[config.mk]
export PLATFORM = sky130hd
export DESIGN_NAME = c_comment_strip_filter_top
export DESIGN_NICKNAME = d
export VERILOG_FILES = /design/src/ccsf_pkg.sv /design/src/ccsf_front.sv /design/src/ccsf_queue.sv /design/src/ccsf_back.sv /design/src/c_comment_strip_filter_top.sv
export SDC_FILE = /design/constraint.sdc
export NUM_CORES = 1
export LEC_CHECK = 0
export BUFFER_PORTS_ARGS = -buffer_cell sky130_fd_sc_hd__buf_4
export CELL_PAD_IN_SITES_DETAIL_PLACEMENT = 0
export CELL_PAD_IN_SITES_GLOBAL_PLACEMENT = 1
export CORE_MARGIN = 4
export CORE_UTILIZATION = 45
export DETAILED_ROUTE_END_ITERATION = 10
export GPL_TIMING_DRIVEN = 0
export PLACE_DENSITY = 0.74
export SYNTH_ARGS = -nofsm -noshare
export SYNTH_HDL_FRONTEND = slang
export SYNTH_HIERARCHICAL = 1
export SYNTH_SLANG_ARGS = --single-unit
[constraint.sdc]
create_clock -name clk -period 5 [get_ports clk]
set_input_delay 0.5 -clock clk [delete_from_list [all_inputs] [get_ports clk]]
set_output_delay 0.5 -clock clk [all_outputs]
set_load 0.02 [all_outputs]
[src/ccsf_pkg.sv]
// Package: character codes and queue entry type for the C comment strip filter.
package ccsf_pkg;

	localparam logic [7:0] CH_BSLASH  = 8'h5C;
	localparam logic [7:0] CH_DQUOTE  = 8'h22;
	localparam logic [7:0] CH_SQUOTE  = 8'h27;
	localparam logic [7:0] CH_SLASH   = 8'h2F;
	localparam logic [7:0] CH_STAR    = 8'h2A;
	localparam logic [7:0] CH_NEWLINE = 8'h0A;
	localparam logic [7:0] CH_NONE    = 8'h00;

	// Bytes produced by one input transaction; cnt is 1 or 2 when queued.
	typedef struct packed {
		logic [1:0] cnt;
		logic [7:0] b0;
		logic [7:0] b1;
	} ccsf_entry_t;

endpackage

[src/ccsf_front.sv]
// Front end: accepts input bytes, tracks comment/quote state, builds result entries.
module ccsf_front (
	input  logic                  clk,
	input  logic                  arst_n,
	input  logic                  in_valid,
	output logic                  in_ready,
	input  logic [7:0]            in_byte,
	input  logic                  in_last,
	output logic                  push,
	output ccsf_pkg::ccsf_entry_t push_entry,
	input  logic                  push_ready
);
	import ccsf_pkg::*;

	logic       blk_q, skip_q, hslash_q, hstar_q, esc_q;
	logic [7:0] quote_q;

	logic       blk_d, skip_d, hslash_d, hstar_d, esc_d;
	logic [7:0] quote_d;
	logic [1:0] cnt;
	logic [7:0] b0, b1;
	logic       done;
	logic       accept;

	assign in_ready = push_ready;
	assign accept   = in_valid && push_ready;

	always_comb begin
		blk_d   = blk_q;
		skip_d  = skip_q;
		hslash_d = hslash_q;
		hstar_d = hstar_q;
		esc_d   = esc_q;
		quote_d = quote_q;
		cnt     = 2'd0;
		b0      = CH_NONE;
		b1      = CH_NONE;
		done    = 1'b0;

		if (esc_q) begin
			esc_d = 1'b0;
			b0    = in_byte;
			cnt   = 2'd1;
			done  = 1'b1;
		end else if (skip_q) begin
			if (in_byte == CH_NEWLINE) begin
				skip_d = 1'b0;
			end
			done = 1'b1;
		end

		if (!done && hslash_q) begin
			hslash_d = 1'b0;
			if (in_byte == CH_SLASH) begin
				b0     = CH_NEWLINE;
				cnt    = 2'd1;
				skip_d = 1'b1;
				done   = 1'b1;
			end else if (in_byte == CH_STAR) begin
				blk_d = 1'b1;
				done  = 1'b1;
			end else if (!blk_q) begin
				b0  = CH_SLASH;
				cnt = 2'd1;
			end
		end

		if (!done && hstar_q) begin
			hstar_d = 1'b0;
			if (in_byte == CH_SLASH) begin
				blk_d = 1'b0;
				done  = 1'b1;
			end
		end

		if (!done) begin
			logic emit_b;
			emit_b = 1'b0;
			case (in_byte)
				CH_BSLASH: begin
					if (!blk_d) begin
						emit_b = 1'b1;
						esc_d  = 1'b1;
					end
				end
				CH_DQUOTE, CH_SQUOTE: begin
					if (!blk_d) begin
						emit_b = 1'b1;
						if (quote_q == CH_NONE) begin
							quote_d = in_byte;
						end else if (quote_q == in_byte) begin
							quote_d = CH_NONE;
						end
					end
				end
				CH_SLASH: begin
					if (quote_q != CH_NONE) begin
						emit_b = 1'b1;
					end else begin
						hslash_d = 1'b1;
					end
				end
				CH_STAR: begin
					if (quote_q != CH_NONE) begin
						emit_b = 1'b1;
					end else if (blk_d) begin
						hstar_d = 1'b1;
					end else begin
						emit_b = 1'b1;
					end
				end
				default: begin
					if (!blk_d) begin
						emit_b = 1'b1;
					end
				end
			endcase
			if (emit_b) begin
				if (cnt == 2'd0) begin
					b0  = in_byte;
					cnt = 2'd1;
				end else begin
					b1  = in_byte;
					cnt = 2'd2;
				end
			end
		end

		if (in_last) begin
			if (hslash_d && !blk_d && cnt != 2'd2) begin
				if (cnt == 2'd0) begin
					b0  = CH_SLASH;
					cnt = 2'd1;
				end else begin
					b1  = CH_SLASH;
					cnt = 2'd2;
				end
			end
			blk_d    = 1'b0;
			skip_d   = 1'b0;
			hslash_d = 1'b0;
			hstar_d  = 1'b0;
			esc_d    = 1'b0;
			quote_d  = CH_NONE;
		end
	end

	assign push           = accept && (cnt != 2'd0);
	assign push_entry.cnt = cnt;
	assign push_entry.b0  = b0;
	assign push_entry.b1  = b1;

	always_ff @(posedge clk or negedge arst_n) begin
		if (!arst_n) begin
			blk_q    <= 1'b0;
			skip_q   <= 1'b0;
			hslash_q <= 1'b0;
			hstar_q  <= 1'b0;
			esc_q    <= 1'b0;
			quote_q  <= CH_NONE;
		end else if (accept) begin
			blk_q    <= blk_d;
			skip_q   <= skip_d;
			hslash_q <= hslash_d;
			hstar_q  <= hstar_d;
			esc_q    <= esc_d;
			quote_q  <= quote_d;
		end
	end

endmodule

[src/ccsf_queue.sv]
// Small register queue of result entries between front and back end.
module ccsf_queue #(
	parameter int DEPTH = 4
) (
	input  logic                  clk,
	input  logic                  arst_n,
	input  logic                  push,
	input  ccsf_pkg::ccsf_entry_t push_entry,
	output logic                  push_ready,
	output logic                  head_valid,
	output ccsf_pkg::ccsf_entry_t head_entry,
	input  logic                  pop
);
	import ccsf_pkg::*;

	localparam int PW = (DEPTH > 1) ? $clog2(DEPTH) : 1;
	localparam int CW = $clog2(DEPTH + 1);
	localparam logic [PW-1:0] LAST_PTR = PW'(DEPTH - 1);
	localparam logic [CW-1:0] FULL_CNT = CW'(DEPTH);

	ccsf_entry_t        mem_q [DEPTH];
	logic [PW-1:0]      wr_ptr_q, rd_ptr_q;
	logic [CW-1:0]      count_q;
	logic               do_push, do_pop;

	assign push_ready = (count_q != FULL_CNT);
	assign head_valid = (count_q != '0);
	assign head_entry = mem_q[rd_ptr_q];
	assign do_push    = push && push_ready;
	assign do_pop     = pop && head_valid;

	always_ff @(posedge clk) begin
		if (do_push) begin
			mem_q[wr_ptr_q] <= push_entry;
		end
	end

	always_ff @(posedge clk or negedge arst_n) begin
		if (!arst_n) begin
			wr_ptr_q <= '0;
			rd_ptr_q <= '0;
			count_q  <= '0;
		end else begin
			if (do_push) begin
				wr_ptr_q <= (wr_ptr_q == LAST_PTR) ? '0 : wr_ptr_q + 1'b1;
			end
			if (do_pop) begin
				rd_ptr_q <= (rd_ptr_q == LAST_PTR) ? '0 : rd_ptr_q + 1'b1;
			end
			if (do_push && !do_pop) begin
				count_q <= count_q + 1'b1;
			end else if (do_pop && !do_push) begin
				count_q <= count_q - 1'b1;
			end
		end
	end

endmodule

[src/ccsf_back.sv]
// Back end: serializes queued entries into the registered output stream.
module ccsf_back (
	input  logic                  clk,
	input  logic                  arst_n,
	input  logic                  head_valid,
	input  ccsf_pkg::ccsf_entry_t head_entry,
	output logic                  pop,
	output logic                  out_valid,
	input  logic                  out_ready,
	output logic [7:0]            out_byte,
	output logic                  out_last
);
	import ccsf_pkg::*;

	logic       out_valid_q, out_last_q, sel_q;
	logic [7:0] out_byte_q;
	logic       load, is_last;

	assign load    = head_valid && (!out_valid_q || out_ready);
	assign is_last = sel_q || (head_entry.cnt == 2'd1);
	assign pop     = load && is_last;

	always_ff @(posedge clk or negedge arst_n) begin
		if (!arst_n) begin
			out_valid_q <= 1'b0;
			sel_q       <= 1'b0;
		end else begin
			if (load) begin
				out_valid_q <= 1'b1;
				sel_q       <= !is_last;
			end else if (out_ready) begin
				out_valid_q <= 1'b0;
			end
		end
	end

	always_ff @(posedge clk) begin
		if (load) begin
			out_byte_q <= sel_q ? head_entry.b1 : head_entry.b0;
			out_last_q <= is_last;
		end
	end

	assign out_valid = out_valid_q;
	assign out_byte  = out_byte_q;
	assign out_last  = out_last_q;

endmodule

[src/c_comment_strip_filter_top.sv]
// Top level of the C comment strip filter: front end, entry queue, back end.
// Input: one byte per cycle; in_ready drops only when the entry queue is full.
// Path: input bytes kept are queued as entries, then loaded into the output register.
// Output: one byte per cycle while out_ready is high; a two-byte entry goes out b0, then b1.
// Reset: arst_n clears all comment/quote state, the queue and the output valid flag.
module c_comment_strip_filter_top #(
	parameter int QUEUE_DEPTH = 4
) (
	input  logic       clk,
	input  logic       arst_n,
	input  logic       in_valid,
	output logic       in_ready,
	input  logic [7:0] in_byte,
	input  logic       in_last,
	output logic       out_valid,
	input  logic       out_ready,
	output logic [7:0] out_byte,
	output logic       out_last
);
	import ccsf_pkg::*;

	logic        push, push_ready, head_valid, pop;
	ccsf_entry_t push_entry, head_entry;

	ccsf_front u_front (
		.clk        (clk),
		.arst_n     (arst_n),
		.in_valid   (in_valid),
		.in_ready   (in_ready),
		.in_byte    (in_byte),
		.in_last    (in_last),
		.push       (push),
		.push_entry (push_entry),
		.push_ready (push_ready)
	);

	ccsf_queue #(
		.DEPTH (QUEUE_DEPTH)
	) u_queue (
		.clk        (clk),
		.arst_n     (arst_n),
		.push       (push),
		.push_entry (push_entry),
		.push_ready (push_ready),
		.head_valid (head_valid),
		.head_entry (head_entry),
		.pop        (pop)
	);

	ccsf_back u_back (
		.clk        (clk),
		.arst_n     (arst_n),
		.head_valid (head_valid),
		.head_entry (head_entry),
		.pop        (pop),
		.out_valid  (out_valid),
		.out_ready  (out_ready),
		.out_byte   (out_byte),
		.out_last   (out_last)
	);

endmodule

### Yosys cells after proc, flatten, opt, wreduce, memory -nomap -nowiden

Memory sizes are Yosys's and may differ from the RTL's.
Cells that the tools add are included.

* flip-flop bits (word level): 31
* bits in writable memories: 72
* output and inout port bits: 11
* logic and storage cells: 146
* memories: 1

* add/sub/neg operators: 4
* eq/ne operators: 14
* muxes and demuxes: 81
* reduce and logical (&&, ||, !) cells: 33

Memory list
* u_queue.mem_q: depth 4, width 18, read ports 1, clocked after memory_dff 0, write ports 1, RTL line ccsf_queue.sv:21 `ccsf_entry_t mem_q [DEPTH];`

Operators with widths (count)
* 8-bit 2-to-1 mux: 24
* 1-bit 2-to-1 mux: 43
* 8-bit by 6-bit equality test with 1-bit output (second input constant): 4
* 2-bit 2-to-1 mux: 11
* 1-bit logical AND: 12
* 8-bit by 4-bit equality test with 1-bit output (second input constant): 1
* 8-bit by 7-bit equality test with 1-bit output (second input constant): 1
* 8-bit equality test: 1
* 8-bit logical NOT: 1
* 2-bit nonzero test: 4
* 8-bit nonzero test: 1
* 1-bit logical NOT: 7
* 3-bit 2-to-1 mux: 2
* 2-bit inequality test (second input constant): 3
* 3-bit nonzero test: 2
* 5-bit AND reduction: 1
* 2-bit by 1-bit adder with 2-bit output (second input constant): 2
* 2-bit equality test (second input constant): 2
* 2-bit logical NOT: 2
* 3-bit by 1-bit adder with 3-bit output (second input constant): 1
* 3-bit inequality test (second input constant): 1
* 3-bit by 1-bit subtractor with 3-bit output (second input constant): 1
* 2-bit by 1-bit equality test with 1-bit output (second input constant): 1
* 1-bit logical OR: 2
* other kinds (2): 2

### Logic depth before layout (Yosys ltp)

* depth in word-level cells: 25
* depth in mapped cells: 18

### Cells and area by module

The synthesis kept the hierarchy.

Modules (own cells, without submodules)
* ccsf_queue: instances 1, cells an instance 131, area each 3051.7 um2, sequential area each 2337.2 um2
* ccsf_front: instances 1, cells an instance 157, area each 1271.2 um2, sequential area each 325.3 um2
* ccsf_back: instances 1, cells an instance 29, area each 483.0 um2, sequential area each 320.3 um2

### Worst setup path after synthesis

No wires, ideal clock.

* path kind: input to register
* from: input in_byte[3]
* to: register u_queue.count_q[2]
* data arrival time: 3.760 ns
* data required time: 4.921 ns
* slack: 1.161 ns
* cell stages on the path: 18
* buffers on the path: 1
* cells stage by stage: clkbuf_1 > nor4bb_1 > a21o_2 > a21oi_1 > nor2_1 > inv_1 > ha_1 > nor2_1 > o211ai_1 > o31ai_1 > a21oi_1 > a21boi_2 > ha_1 > inv_1 > fa_1 > xor2_1 > nor2_1 > xor2_1

* longest elaborated chain between the ends: 23
* elaborated cells between the ends (all ways): 43

RTL lines
* start: declaration: RTL line c_comment_strip_filter_top.sv:13 `input logic [7:0] in_byte,`
* 8-bit by 6-bit equality test with 1-bit output: RTL line ccsf_front.sv:59, ccsf_front.sv:79
* 1-bit 2-to-1 mux: RTL line ccsf_front.sv:59 `end else if (in_byte == CH_STAR) begin`
* 1-bit 2-to-1 mux: RTL line ccsf_front.sv:54 `if (in_byte == CH_SLASH) begin`
* 1-bit 2-to-1 mux: RTL line ccsf_front.sv:52 `if (!done && hslash_q) begin`
* 1-bit logical NOT: RTL line ccsf_front.sv:68 `if (!done && hstar_q) begin`
* 1-bit logical AND: RTL line ccsf_front.sv:68
* 1-bit 2-to-1 mux: RTL line ccsf_front.sv:68
* 1-bit 2-to-1 mux
* [9 not listed]
* 2-bit nonzero test *: RTL line ccsf_front.sv:148 `assign push = accept && (cnt != 2'd0);`
* 1-bit logical AND *: RTL line ccsf_front.sv:148
* named net push: RTL line c_comment_strip_filter_top.sv:22 `logic push, push_ready, head_valid, pop;`
* 1-bit logical AND *: RTL line ccsf_queue.sv:29 `assign do_push = push && push_ready;`
* named net u_queue.do_push: RTL line ccsf_queue.sv:24 `logic do_push, do_pop;`
* 1-bit logical NOT: RTL line ccsf_queue.sv:52 `end else if (do_pop && !do_push) begin`
* 1-bit logical AND: RTL line ccsf_queue.sv:52
* 2-bit nonzero test (no source line)
* end signal: assignment: RTL line ccsf_queue.sv:51 `count_q <= count_q + 1'b1;`
* end signal: assignment: RTL line ccsf_queue.sv:53 `count_q <= count_q - 1'b1;`
* end: declaration: RTL line ccsf_queue.sv:23 `logic [CW-1:0] count_q;`

Mark *: on every way through the listed nets, which the timed path passes. The rest lies on a longest branch. The select of a mux whose other input is x is not followed.
A chain may end at the register's enable or synchronous reset.

### Final worst setup path

* from: input in_byte[3]
* to: memory u_queue/mem_q[1][3] (netlist bit), enable pin

* longest elaborated chain between the ends: 22
* elaborated cells between the ends (all ways): 40

RTL lines
* 8-bit by 6-bit equality test with 1-bit output: RTL line ccsf_front.sv:59, ccsf_front.sv:79
* 1-bit 2-to-1 mux: RTL line ccsf_front.sv:59
* 1-bit 2-to-1 mux: RTL line ccsf_front.sv:54
* 1-bit 2-to-1 mux: RTL line ccsf_front.sv:52
* 1-bit logical NOT: RTL line ccsf_front.sv:68
* 1-bit logical AND: RTL line ccsf_front.sv:68
* 1-bit 2-to-1 mux: RTL line ccsf_front.sv:68
* 1-bit 2-to-1 mux
* [8 not listed]
* 2-bit 2-to-1 mux *: RTL line ccsf_front.sv:129 `if (in_last) begin`
* 2-bit nonzero test *: RTL line ccsf_front.sv:148
* 1-bit logical AND *: RTL line ccsf_front.sv:148
* named net push: RTL line c_comment_strip_filter_top.sv:22
* 1-bit logical AND *: RTL line ccsf_queue.sv:29
* named net u_queue.do_push: RTL line ccsf_queue.sv:24
* 1-bit 2-to-1 mux *: RTL line ccsf_queue.sv:33 `if (do_push) begin`
* 1-bit 2-to-1 mux (implied by the code) *: RTL line ccsf_queue.sv:34 `mem_q[wr_ptr_q] <= push_entry;`
* end: declaration: RTL line ccsf_queue.sv:21

Marked as above.

==> results.tsv <==
stage	metric	value	unit
grt	grt_first_pass_wirelength	14.88	mm
placed_design	place_congestion	0.8212	
critical_path	crit_path_start_kind	input pin	
clocking	root_buffer_cell	sky130_fd_sc_hd__clkbuf_8	
critical_path	startpoint	in_byte[3]	
synthesis	netlist.top_cell.by_area	sky130_fd_sc_hd__edfxtp_1	
job	max_cap_viol_count	0	
grt	grt_max_degree	23	
clocking	cts.hold.buffers_added	0	
synthesis	synth_enable_flop_cells	81	
final_layout	layout-area-overhead-vs-synth	10.78	%
critical_path	cpLargestDelayFamily	simple AND/OR/NAND/NOR gates	
power_and_ir_drop	vdd_drop_max	0.2363	mV
synthesis	yosys_register_bits	103	
routing	residual_drc	0	
synthesis	synth_area_per_cell	15.16	um^2
timing	fmax	227.5	MHz
floorplanning	pin_count	24	
timing	final_period_minus_worst_setup_slack	4395	ps
final_layout	layout-drive-gt1-share	0.2732	
power_and_ir_drop	power.total	2.649	mW
timing	timing.final.max_slew_violations	0	
clocking	max_root_sink_buffers	2	
placed_design	place.detailed.hpwl	6.283	mm
critical_path	cp.buffers_inverters	3	
routing	drt-total-wl	9.189	mm
placed_design	buffer_ports.inserted	22	
timing	worst_hold_slack	17.00	ps
critical_path	slowest_stage	sky130_fd_sc_hd__and2_1	
placed_design	placed_area	5141	um^2
grt	grtUsageTotal	0.1545	
critical_path	rrSetupSlack	810	ps
synthesis	sequential_element_share_of_the_synthesized_area	0.6207	
floorplanning	initial_core_util	0.4634	
clocking	insertion_delay	350	ps
timing	final_hold_viol_count	0	
routing	detail_route.first_pass.iterations	4	
routing	detail_route.iter0.violations	123	
final_layout	multi_input_area	1693	um^2
final_layout	regArea	2983	um^2
synthesis	synthesis.yosys.warnings	6	
routing	routed_via_density	5.561	
timing	worst_slew_pin_tran	1013	ps
power_and_ir_drop	power.static_leakage	2.002	nW
routing	num_vias	2736	
critical_path	worst-path-stages	14	
critical_path	cp.arrival	4370	ps
routing	antenna_violating_nets_post_route	0	
critical_path	crit_path_max_fanout	18	
final_layout	fillers	908	
clocking	tritoncts_num_sinks	103	
critical_path	crit_path_max_incr_delay	850	ps
placed_design	place_worst_setup_slack	217.0	ps
synthesis	synth_async_sr_flop_share	0.2136	
synthesis	syn-num-nets	338	
synthesis	post_synth_inst_count	317	
timing	slew_headroom	0.3248	
final_layout	finish.cell_count_without_fillers	492	
clocking	cts_inserted_buffers	9	
clocking	cts-htree-levels	3	
timing	fin_skew	15.36	ps
grt	grt_pass1_vias	2846	
critical_path	endpoint	u_queue/mem_q[1][3]$_DFFE_PP_	
critical_path	r2r.worst_path.cells	12	
timing	rsz0062_at_grt	no	
floorplanning	design.core.area	10370	um^2
final_layout	fin_area	5324	um^2
clocking	postCtsSetupBuffers	0	
clocking	ctsResizeCount	0	
run_status	run_status	complete, no violations	
critical_path	reg2reg_to	u_queue/mem_q[1][3]$_DFFE_PP_	
timing	tns_setup	0	ps
critical_path	worst_setup_path_end_kind	flop	
hold_path	worst_hold_path_type	in2async	
timing	post-route-period-util	0.8789	
grt	initial_antenna_violation_count	0	
power_and_ir_drop	power_density	497.6	nW/um^2
routing	drt-wirelength-per-cell	18.68	um
clocking	cts_clock_pin_slew_for_the_worst_setup_and_hold_paths	110	ps
critical_path	setup.worst_path.class	in2reg	
critical_path	startpoint_of_the_most_critical_register_to_register_path	u_front/hslash_q$_DFFE_PN0P_	
floorplanning	floorplan.die.height	111.3	um
synthesis	cell_variety_after_synth	61	
placed_design	place.detailed.instances	475	
synthesis	yosysTopAreaCellShare	0.5061	
timing	final_worst_slack	605.3	ps
floorplanning	num_rows	37	
synthesis	synthesized_area	4806	um^2
critical_path	crit_chain	buf_4 -> clkbuf_1 -> nor4bb_1 -> a21o_2 -> a21oi_1 -> nor2_1 -> inv_1 -> ha_1 -> nor2_1 -> o211ai_1 -> o31ai_1 -> a21oi_1 -> a21boi_2 -> and2_1	
floorplanning	floorplan.die_area	12400	um^2
final_layout	final_core_density	0.5134	
timing	setup_violations	0	
synthesis	synthFlopType	sky130_fd_sc_hd__edfxtp_1	
critical_path	required_arrival_time_at_the_worst_endpoint	4970	ps
clocking	tritoncts	built	
synthesis	netlist_top_cells_area	sky130_fd_sc_hd__edfxtp_1 (51%), sky130_fd_sc_hd__dfrtp_1 (11%), sky130_fd_sc_hd__mux4_2 (8.4%)	
grt	grt-ovfl-total	0	
final_layout	net_count_of_the_finished_layout	371	
floorplanning	fp.dieW	111.3	um
==> per-layer routing <==
layer	GRT usage	routed length, um	vias to the layer above
met3	0.02826	321	6
met1	0.1920	4021	1389
met5	0	0	-
li1	-	-	1282
met2	0.2819	4789	59
met4	0.03406	57	0
==> registers in the layout, indices dropped and copies added, names as in the netlist, 2 cells and up <==
name / count
u_queue/mem_q: 72
u_front/quote_q: 8
u_queue/count_q: 3
u_queue/rd_ptr_q: 2
u_queue/wr_ptr_q: 2
u_back/out_byte: 8
==> placed cells by master, fill, tap and decap left out, types with 3 or more instances in the layout <==
master / instances
sky130_fd_sc_hd__a21o_1: 8
sky130_fd_sc_hd__a21oi_1: 6
sky130_fd_sc_hd__a22o_1: 3
sky130_fd_sc_hd__a32oi_1: 3
sky130_fd_sc_hd__and2_1: 12
sky130_fd_sc_hd__buf_2: 5
sky130_fd_sc_hd__buf_4: 24
sky130_fd_sc_hd__buf_6: 3
sky130_fd_sc_hd__clkbuf_1: 4
sky130_fd_sc_hd__clkbuf_8: 9
sky130_fd_sc_hd__dfrtp_1: 22
sky130_fd_sc_hd__edfxtp_1: 81
sky130_fd_sc_hd__ha_1: 7
sky130_fd_sc_hd__inv_1: 11
sky130_fd_sc_hd__mux2_2: 11
sky130_fd_sc_hd__mux2_4: 4
sky130_fd_sc_hd__mux4_2: 18
sky130_fd_sc_hd__nand2_1: 19
sky130_fd_sc_hd__nand3_1: 5
sky130_fd_sc_hd__nand4_1: 3
sky130_fd_sc_hd__nor2_1: 12
sky130_fd_sc_hd__nor3_1: 3
sky130_fd_sc_hd__nor4_1: 6
sky130_fd_sc_hd__o21ai_0: 14
sky130_fd_sc_hd__xnor2_1: 5
sky130_fd_sc_hd__xor2_1: 8
==> layout make-up <==
class / count / share of cell area
clock buffer: 9 / 0.02327
multi-input combinational: 189 / 0.3180
sequential: 103 / 0.5603
tap: 136 / 0.03196
clock inverter: 7 / 0.01058
buffer: 14 / 0.01669
antenna: 1 / 0.0004700
inverter: 11 / 0.007756
timing repair buffer: 22 / 0.03102
==> synth_stat cells, types with 3 or more instances <==
cell / number
sky130_fd_sc_hd__nand3_1: 5
sky130_fd_sc_hd__inv_1: 11
sky130_fd_sc_hd__a22o_1: 3
sky130_fd_sc_hd__dfrtp_1: 22
sky130_fd_sc_hd__a21oi_1: 6
sky130_fd_sc_hd__xor2_1: 8
sky130_fd_sc_hd__nor3_1: 3
sky130_fd_sc_hd__nor2_1: 12
sky130_fd_sc_hd__buf_2: 5
sky130_fd_sc_hd__mux2_2: 11
sky130_fd_sc_hd__o21ai_0: 14
sky130_fd_sc_hd__a32oi_1: 3
sky130_fd_sc_hd__ha_1: 7
sky130_fd_sc_hd__nand2_1: 19
sky130_fd_sc_hd__buf_6: 3
sky130_fd_sc_hd__a21o_1: 8
sky130_fd_sc_hd__edfxtp_1: 81
sky130_fd_sc_hd__mux4_2: 18
sky130_fd_sc_hd__and2_1: 12
sky130_fd_sc_hd__mux2_4: 4
sky130_fd_sc_hd__nor4_1: 6
sky130_fd_sc_hd__xnor2_1: 5
sky130_fd_sc_hd__clkbuf_1: 4
sky130_fd_sc_hd__nand4_1: 3
==> worst min-delay path by stage <==
| stage | startpoint | to | cells past startpoint |
|---|---|---|---|
| after floorplan | arst_n | u_back/out_valid$_DFFE_PN0P_ | 0 |
| after global placement | arst_n | u_front/quote_q[7]$_DFFE_PN0P_ | 1 |
| after detailed placement | arst_n | u_queue/count_q[2]$_DFFE_PN0P_ | 1 |
| after CTS | arst_n | u_queue/count_q[2]$_DFFE_PN0P_ | 1 |
| after global routing | arst_n | u_queue/count_q[2]$_DFFE_PN0P_ | 1 |
| final | arst_n | u_front/quote_q[3]$_DFFE_PN0P_ | 1 |
==> worst reg2reg max path, stage by stage, from the launching register on <==
cell,delay (ps)
sky130_fd_sc_hd__dfrtp_1,470
sky130_fd_sc_hd__or3b_1,190
sky130_fd_sc_hd__clkbuf_1,280
sky130_fd_sc_hd__a21oi_1,180
sky130_fd_sc_hd__nor2_1,480
sky130_fd_sc_hd__inv_1,100
sky130_fd_sc_hd__ha_1,330
sky130_fd_sc_hd__nor2_1,60
sky130_fd_sc_hd__o211ai_1,140
sky130_fd_sc_hd__o31ai_1,160
sky130_fd_sc_hd__a21oi_1,260
sky130_fd_sc_hd__a21boi_2,340
sky130_fd_sc_hd__and2_1,850
==> report_power, final <==
group | switching, mW | leakage, nW | internal, mW | total, mW
Clock | 0.291 | 0.0911 | 0.188 | 0.479
Sequential | 0.0726 | 1.03 | 1.18 | 1.25
Combinational | 0.475 | 0.880 | 0.444 | 0.920
Total | 0.839 | 2.00 | 1.81 | 2.65
==> cell families (layout without fill, tap and decap cells) <==
family | after synthesis | in the layout | synth area share
xor gates and xnor gates | 13 | 13 | 0.02369
and+or+nand+nor | 86 | 86 | 0.1091
muxes | 33 | 33 | 0.1226
buffers and inverters | 25 | 63 | 0.02707
DFF | 103 | 103 | 0.6207
adders and majority gates | 8 | 8 | 0.02239
AOI/OAI and AO/OA | 49 | 49 | 0.07447
other | 0 | 1 | 0
Note: power is estimated with default switching activity, not from simulation.
